===== config.mk =====
export PLATFORM = sky130hd
export DESIGN_NAME = alpha_blend_pixel_rgb565_core
export DESIGN_NICKNAME = d
export VERILOG_FILES = /design/src/sv/abp_pkg.sv /design/src/sv/abp_mix.sv /design/src/sv/abp_index.sv /design/src/sv/alpha_blend_pixel_rgb565_core.sv
export SDC_FILE = /design/constraint.sdc
export NUM_CORES = 1
export LEC_CHECK = 0
export ABC_AREA = 0
export BUFFER_PORTS_ARGS = -buffer_cell sky130_fd_sc_hd__buf_4
export CAP_MARGIN = 20
export CORE_MARGIN = 2
export CORE_UTILIZATION = 47
export CTS_CLUSTER_DIAMETER = 50
export DETAILED_ROUTE_END_ITERATION = 10
export GPL_ROUTABILITY_DRIVEN = 0
export PLACE_DENSITY_LB_ADDON = 0.1
export SLEW_MARGIN = 20
export SYNTH_ARGS = -nofsm -noshare
export SYNTH_HDL_FRONTEND = slang
export SYNTH_HIERARCHICAL = 1
export SYNTH_SLANG_ARGS = --single-unit

===== constraint.sdc =====
create_clock -name clk -period 6.64 [get_ports clk]
set_clock_uncertainty 0.1 [all_clocks]
set_input_delay 0.332 -clock clk [delete_from_list [all_inputs] [get_ports clk]]
set_output_delay 0.332 -clock clk [all_outputs]
set_load 0.1 [all_outputs]

===== src/sv/abp_pkg.sv =====
// ----------------------------------------------------------------------------
// abp_pkg
// Constants and types shared by the alpha blend pixel core.
// ----------------------------------------------------------------------------
package abp_pkg;

	localparam int SCREEN_WIDTH  = 240;
	localparam int SCREEN_HEIGHT = 320;

	localparam int COORD_W = 12;
	localparam int CH_W    = 8;
	localparam int PIX_W   = 16;
	localparam int IDX_W   = 17;

	localparam int IDX_SPAN  = SCREEN_WIDTH * SCREEN_HEIGHT;
	localparam int IDX_LIMIT = (IDX_SPAN > (1 << IDX_W)) ? (1 << IDX_W) : IDX_SPAN;

	typedef struct packed {
		logic s1;
		logic s2;
		logic s3;
	} abp_adv_t;

endpackage


===== src/sv/abp_mix.sv =====
// ----------------------------------------------------------------------------
// abp_mix
// One color channel: (s*a + d*(255-a)) / 255, floor, over three stages.
// ----------------------------------------------------------------------------
module abp_mix (
	input  logic                       clk,
	input  abp_pkg::abp_adv_t          adv,
	input  logic [abp_pkg::CH_W-1:0]   s,
	input  logic [abp_pkg::CH_W-1:0]   d,
	input  logic [abp_pkg::CH_W-1:0]   a,
	output logic [abp_pkg::CH_W-1:0]   q
);

	logic [abp_pkg::CH_W-1:0]   a_inv;
	logic [2*abp_pkg::CH_W-1:0] ps_s1;
	logic [2*abp_pkg::CH_W-1:0] pd_s1;
	logic [2*abp_pkg::CH_W-1:0] sum_s2;
	logic [2*abp_pkg::CH_W-1:0] recip;
	logic [abp_pkg::CH_W-1:0]   q_s3;

	// 255 - a at channel width
	assign a_inv = ~a;

	// n/255 == (n + 1 + (n >> 8)) >> 8 for every n up to 255*255, the largest sum here
	assign recip = sum_s2 + 16'd1 + (sum_s2 >> abp_pkg::CH_W);

	always_ff @(posedge clk) begin
		if (adv.s1) begin
			ps_s1 <= s * a;
			pd_s1 <= d * a_inv;
		end
		if (adv.s2) begin
			sum_s2 <= ps_s1 + pd_s1;
		end
		if (adv.s3) begin
			q_s3 <= recip[2*abp_pkg::CH_W-1:abp_pkg::CH_W];
		end
	end

	assign q = q_s3;

endmodule


===== src/sv/abp_index.sv =====
// ----------------------------------------------------------------------------
// abp_index
// Linear framebuffer index row * width + column, over three stages.
// ----------------------------------------------------------------------------
module abp_index (
	input  logic                        clk,
	input  abp_pkg::abp_adv_t           adv,
	input  logic [abp_pkg::COORD_W-2:0] col,
	input  logic [abp_pkg::COORD_W-2:0] row,
	output logic [abp_pkg::IDX_W-1:0]   idx
);

	localparam int PROD_W = 2 * (abp_pkg::COORD_W - 1);

	logic [PROD_W-1:0]           prod;
	logic [abp_pkg::IDX_W-1:0]   rowp_s1;
	logic [abp_pkg::COORD_W-2:0] col_s1;
	logic [abp_pkg::IDX_W-1:0]   idx_s2;
	logic [abp_pkg::IDX_W-1:0]   idx_s3;

	assign prod = PROD_W'(row) * PROD_W'(abp_pkg::SCREEN_WIDTH);

	always_ff @(posedge clk) begin
		if (adv.s1) begin
			rowp_s1 <= prod[abp_pkg::IDX_W-1:0];
			col_s1  <= col;
		end
		if (adv.s2) begin
			idx_s2 <= rowp_s1 + abp_pkg::IDX_W'(col_s1);
		end
		if (adv.s3) begin
			idx_s3 <= idx_s2;
		end
	end

	assign idx = idx_s3;

endmodule


===== src/sv/alpha_blend_pixel_rgb565_core.sv =====
// ----------------------------------------------------------------------------
// alpha_blend_pixel_rgb565_core
// Blends an ARGB8888 source pixel over its RGB565 destination pixel.
// ----------------------------------------------------------------------------
// Takes one pixel word per clock while pix_stall is low and returns one
// result word for each, in order, through the three-stage pipeline:
// channel multiplies and the row product in the first stage, the channel
// sums and the column add in the second, the divide by 255 in the third,
// which is also the output register. A stall on the result side fills
// empty stages first, then holds the input off.
// Out-of-bounds pixels (negative coordinates included) and alpha 0 return
// write_enable low with index and color zero.
module alpha_blend_pixel_rgb565_core (
	input  logic                            clk,
	input  logic                            arst_n,
	input  logic                            pix_valid,
	output logic                            pix_stall,
	input  logic signed [abp_pkg::COORD_W-1:0] pos_x,
	input  logic signed [abp_pkg::COORD_W-1:0] pos_y,
	input  logic [abp_pkg::CH_W-1:0]        src_red,
	input  logic [abp_pkg::CH_W-1:0]        src_green,
	input  logic [abp_pkg::CH_W-1:0]        src_blue,
	input  logic [abp_pkg::CH_W-1:0]        src_alpha,
	input  logic [abp_pkg::PIX_W-1:0]       dest_pixel,
	output logic                            res_valid,
	input  logic                            res_stall,
	output logic                            write_enable,
	output logic [abp_pkg::IDX_W-1:0]       pixel_index,
	output logic [abp_pkg::PIX_W-1:0]       pixel_color
);

	abp_pkg::abp_adv_t adv;
	logic v_s1, v_s2, v_s3;
	logic we_s1, we_s2, we_s3;
	logic x_ok, y_ok, we_in;
	logic [abp_pkg::CH_W-1:0] dr, dg, db;
	logic [abp_pkg::CH_W-1:0] mr, mg, mb;
	logic [abp_pkg::IDX_W-1:0] idx;

	assign adv.s3 = !v_s3 || !res_stall;
	assign adv.s2 = !v_s2 || adv.s3;
	assign adv.s1 = !v_s1 || adv.s2;
	assign pix_stall = !adv.s1;

	assign x_ok = !pos_x[abp_pkg::COORD_W-1] &&
		(pos_x[abp_pkg::COORD_W-2:0] < (abp_pkg::COORD_W-1)'(abp_pkg::SCREEN_WIDTH));
	assign y_ok = !pos_y[abp_pkg::COORD_W-1] &&
		(pos_y[abp_pkg::COORD_W-2:0] < (abp_pkg::COORD_W-1)'(abp_pkg::SCREEN_HEIGHT));
	assign we_in = x_ok && y_ok && (src_alpha != '0);

	// RGB565 to 8 bits per channel by bit replication
	assign dr = {dest_pixel[15:11], dest_pixel[15:13]};
	assign dg = {dest_pixel[10:5], dest_pixel[10:9]};
	assign db = {dest_pixel[4:0], dest_pixel[4:2]};

	always_ff @(posedge clk or negedge arst_n) begin
		if (!arst_n) begin
			v_s1 <= 1'b0;
			v_s2 <= 1'b0;
			v_s3 <= 1'b0;
		end else begin
			if (adv.s1) v_s1 <= pix_valid;
			if (adv.s2) v_s2 <= v_s1;
			if (adv.s3) v_s3 <= v_s2;
		end
	end

	always_ff @(posedge clk) begin
		if (adv.s1) we_s1 <= we_in;
		if (adv.s2) we_s2 <= we_s1;
		if (adv.s3) we_s3 <= we_s2;
	end

	// alpha 255 needs no bypass: the blend gives the source back exactly
	abp_mix u_mix_r (.clk(clk), .adv(adv), .s(src_red),   .d(dr), .a(src_alpha), .q(mr));
	abp_mix u_mix_g (.clk(clk), .adv(adv), .s(src_green), .d(dg), .a(src_alpha), .q(mg));
	abp_mix u_mix_b (.clk(clk), .adv(adv), .s(src_blue),  .d(db), .a(src_alpha), .q(mb));

	abp_index u_index (
		.clk (clk),
		.adv (adv),
		.col (pos_x[abp_pkg::COORD_W-2:0]),
		.row (pos_y[abp_pkg::COORD_W-2:0]),
		.idx (idx)
	);

	assign res_valid    = v_s3;
	assign write_enable = we_s3;
	assign pixel_index  = we_s3 ? idx : '0;
	assign pixel_color  = we_s3 ? {mr[7:3], mg[7:2], mb[7:3]} : '0;

endmodule


# Yosys cells after proc, flatten, opt, wreduce, memory -nomap -nowiden
# Index checks and enable logic that the tools add are counted.
# word_totals
regBits,232
output_inout_bits,36
elab_cells,59
# op_classes
add_sub_neg,10
mul,7
order_cmp,2
n_mux,2
bitwise_logic,1
n_reduce_logical,15
# ops
op,count
$mul 8x8->16,6
$add 16x1->16 const B,3
$add 16x16->16,3
$add 16x8->16,3
$add 17x11->17,1
$mux 17,1
$mux 16,1
$mul 11x4->13 const B,1
$lt 11x8->1 const B,1
$lt 11x9->1 const B,1
$not 8->8,1
$reduce_bool 8->1,1
$logic_not 1->1,7
$logic_and 1x1->1,4
$logic_or 1x1->1,3

# Depth between registers and ports, before layout
# depth
ltp_word,5
mapped_depth,17
mapped_depth_nobuf,16

# Modules after synthesis
# Netlist, hierarchy kept.
# modules_own_cells
mod,instances,cells_per_inst,area_per_inst_um2
abp_mix at u_mix_g,1,680,6935.4
abp_mix at u_mix_r,1,682,6905.4
abp_mix at u_mix_b,1,671,6829.0
abp_index,1,204,3035.4
alpha_blend_pixel_rgb565_core,1,57,476.7

# Least setup slack after synthesis
# No wires, ideal clock.
# synth_path
kind,flip-flop to output port
from,"reg v_s3, in the netlist res_valid"
to,out pix_stall
arrival_ps,7067
t_required_ps,6208
slack_ps,-859
path_stages_with_launch,3
n_path_buf,0
path_cell_list,dfrtp_1 > nand4_1 > inv_1
# synth_lines
item,line,text
from (decl),alpha_blend_pixel_rgb565_core.sv:33,"logic v_s1, v_s2, v_s3;"
from (signal assigned),alpha_blend_pixel_rgb565_core.sv:64,if (adv.s3) v_s3 <= v_s2;
to (decl),alpha_blend_pixel_rgb565_core.sv:17,"output logic pix_stall,"

# Worst setup path after layout
# layout_path
from,in src_alpha[3] (netlist bit)
to,"reg u_mix_r/pd_s1[13] (netlist bit), data pin"
# layout_via
elab_chain_len,2
# layout_rtl
item,line,text
from (decl),alpha_blend_pixel_rgb565_core.sv:23,"input logic [abp_pkg::CH_W-1:0] src_alpha,"
$not 8->8,abp_mix.sv:22,assign a_inv = ~a;
$mul 8x8->16,abp_mix.sv:30,pd_s1 <= d * a_inv;
to (signal assigned),abp_mix.sv:30,
to (decl),abp_mix.sv:16,logic [2*abp_pkg::CH_W-1:0] pd_s1;
# Every way passes these cells.
# A chain may end at the register's enable or synchronous reset.

==> results.txt <==
The relative slew slack is 35.6%. The number of max-slew violations in the final report is 0. For met1 alone, demand over resource in global routing was 25.2%.

Gates resized during post-CTS repair numbered 0. The power consumption is 10.4 mW. The number of filler cells placed in the layout came out at 4482. TritonCTS built the clock tree.

From bottom edge to top edge, the die measures 229 um. The power density relative to cell area is slightly below 400 mW/mm^2. The detailed-routing iteration count for the pre-antenna-repair pass came out at 5. Measured on the finished design, the core utilization comes to 53.4%. The final setup violation count is 0. Based on the critical path, the design can be clocked at up to 214 MHz. TritonCTS created 35 clock buffers. Dividing the synthesized area by the synthesized cell count gives approximately 11 um^2. For flop-to-flop paths, the worst setup slack is 3870 ps. Timing analysis after detailed placement gives a worst setup slack of 1440 ps. The chip width is 229 um. Setup repair after global routing left no endpoint under its margin. For this run, the total global-route usage over all layers was measured as roughly a fifth.

Cells with a size suffix above 1 make up 8.17% of the layout. The post-place instance area is 0.0255 mm^2. The worst path setup slack after routing is 1960 ps. The routing usage on met3 is 2.29%. The length in cells of the worst reg-to-reg path came out at 9. The worst endpoint data arrival time is 4880 ps.

The clock passes through at most 3 buffers. Input and output buffers added on the ports amount to 111. The run finished with clean final reports. The largest net degree at the start of global routing came out at 68. For this block, the initial DRC count from the detailed router was 674. For this run, the number of Yosys warnings is 6. STA classifies the critical path endpoint as a flip-flop.

The H-tree generated during clock tree synthesis spans 2 levels. The cell at the root of the clock tree is sky130_fd_sc_hd__clkbuf_16. For this design the top-level I/O count stands at roughly 110. After synthesis the cells add up to roughly 0.024 mm^2.

The number of rows in the core area is 82. The sink count of the clock tree came out at 224. STA classifies the critical path startpoint as an input pin.

The synthesized instance count came out at roughly 2.3k. The final non-filler cell total is 3107. The count of nets left with antenna violations once routing finished came out at 0.

The diode insertion count for antenna repair came out at 0. The first-pass GRT wire length came out at 83200 um. After detailed placement, the design holds a cell count of 3030. The post-layout net count is 3027.

The clock-pin transition on the worst setup and hold timing paths came out at 60 ps. The worst endpoint required time came out at 6830 ps. The tightest min-delay check is of the input pin to async pin type.

The total overflow left after global routing is 0. The via count of the first global-routing pass is 17.0k. The hold violation total from the final report is 0.

The vias after detailed routing is 16.0k. Buffers inserted to repair hold after CTS numbered 14. The portion of the clock cycle consumed by the worst path in the final layout is 70.5%. The reported max-cap violation count came out at 0. The routed via count divided by cell count came out at 5.16. The transition at the pin with the smallest max-transition slack is 966 ps. The total leakage power came out at ~12 nW. The met2 track utilization from global routing is between 30% and 40%. The die covers ~0.053 mm^2. The insertion delay to the later sink of the worst-skew pair came out at 510 ps. Once the floorplan was initialized, standard cells occupied a little under half of the core. Wires add up to 49400 um. Detailed placement ended at an HPWL of approximately 37000 um. The critical path class is input pin to flip-flop. VDD sags by at most 195 uV.

The post-detailed-route wirelength per cell came out at 15.9 um. When the netlist entered floorplanning its net count stood at 2888. The clock period minus final worst setup slack came out at 4680 ps. The layer flagged by global routing as most heavily used is met2. The growth of design area from synthesis to finish came out at 12.2%. The core region is ~0.050 mm^2.

The total non-filler cell area in the finished layout is 0.0268 mm^2. The number of antenna violations at the first check in global routing came to 0. The DRC violation count after routing came out at 0. After clock tree synthesis, the setup repair step added 0 buffers. In this run the worst path has a maximum fanout of 49.
[power by group]
part           internal, mW  switching, mW
clock network          1.14          0.657
registers              2.52          0.281
logic                  2.52           3.33
[sequential cells by signal (all words and copies together) (netlist names), 16 cells and up]
signal,flops
u_mix_r/ps_s1,16
u_index/idx_s2,17
u_mix_b/pd_s1,16
u_mix_g/sum_s2,16
u_index/idx,17
u_mix_b/ps_s1,16
u_mix_g/pd_s1,16
u_mix_g/ps_s1,16
u_mix_b/sum_s2,16
u_mix_r/pd_s1,16
u_mix_r/sum_s2,16
[metal layers]
layer / share of wire (%) / up-vias / wire length [um]
li1: - / 7847 / -
met1: 45 / 7846 / 22500
met2: 49 / 254 / 24100
met3: 3.2 / 81 / 1580
met4: 2.5 / 0 / 1230
met5: 0 / - / 0
[stage by stage]
stage	hold slack [ps]	TNS, ps
finish	61.5	0
global route	50.7	0
CTS	14.0	0
detailed placement	29.1	0
global placement	26.6	0
floorplan	-63.6	-297
[path summary, 6_finish.rpt]
kind	from	end
setup / recovery	src_alpha[3]	u_mix_r/pd_s1[13]$_DFFE_PP_
min in group clk	src_blue[0]	u_mix_b/ps_s1[0]$_DFFE_PP_
setup reg to reg	u_mix_r/pd_s1[0]$_DFFE_PP_	u_mix_r/sum_s2[14]$_DFFE_PP_
hold / removal	arst_n	res_valid$_DFFE_PN0P_
hold reg to reg	u_index/idx_s2[11]$_DFFE_PP_	u_index/idx[11]$_DFFE_PP_
max in group asynchronous	arst_n	res_valid$_DFFE_PN0P_
[final cells by class]
type	count	area (um^2)	share of cell area [%]
multi-input combinational	1655	15700	58.6
sequential	224	6720	25.1
inverter	365	1370	5.12
timing repair buffer	129	1010	3.78
clock buffer	42	945	3.53
tap	672	841	3.14
clock inverter	20	208	0.776
[critical path, cell delays in order]
cell and delay (ps):
sky130_fd_sc_hd__buf_4 490, sky130_fd_sc_hd__nand2b_1 220, sky130_fd_sc_hd__fa_1 450, sky130_fd_sc_hd__fa_1 550
sky130_fd_sc_hd__inv_1 50, sky130_fd_sc_hd__fa_1 480, sky130_fd_sc_hd__inv_1 50, sky130_fd_sc_hd__fa_1 480
sky130_fd_sc_hd__inv_1 40, sky130_fd_sc_hd__ha_1 310, sky130_fd_sc_hd__o21a_1 210, sky130_fd_sc_hd__a21boi_0 150
sky130_fd_sc_hd__o41ai_2 470, sky130_fd_sc_hd__or4b_1 490, sky130_fd_sc_hd__o311ai_0 120
[placed cells by master, fill, tap and decap left out, types with 7 or more instances in the layout]
cell	count
sky130_fd_sc_hd__a211oi_1	13
sky130_fd_sc_hd__a21o_1	36
sky130_fd_sc_hd__a21oi_1	86
sky130_fd_sc_hd__a31oi_1	10
sky130_fd_sc_hd__and2_1	183
sky130_fd_sc_hd__and3_1	11
sky130_fd_sc_hd__buf_4	114
sky130_fd_sc_hd__clkbuf_16	37
sky130_fd_sc_hd__clkinv_1	7
sky130_fd_sc_hd__dlygate4sd3_1	14
sky130_fd_sc_hd__edfxtp_1	221
sky130_fd_sc_hd__fa_1	239
sky130_fd_sc_hd__ha_1	302
sky130_fd_sc_hd__inv_1	365
sky130_fd_sc_hd__nand2_1	95
sky130_fd_sc_hd__nand2b_1	53
sky130_fd_sc_hd__nand3_1	25
sky130_fd_sc_hd__nand4_1	7
sky130_fd_sc_hd__nor2_1	66
sky130_fd_sc_hd__nor2b_1	173
sky130_fd_sc_hd__nor3_1	15
sky130_fd_sc_hd__nor4_1	8
sky130_fd_sc_hd__o211ai_1	10
sky130_fd_sc_hd__o21a_1	13
sky130_fd_sc_hd__o21ai_0	58
sky130_fd_sc_hd__o21ai_1	10
sky130_fd_sc_hd__o21bai_1	12
sky130_fd_sc_hd__xnor2_1	115
sky130_fd_sc_hd__xor2_1	25
(Power assumes the default switching activity.)
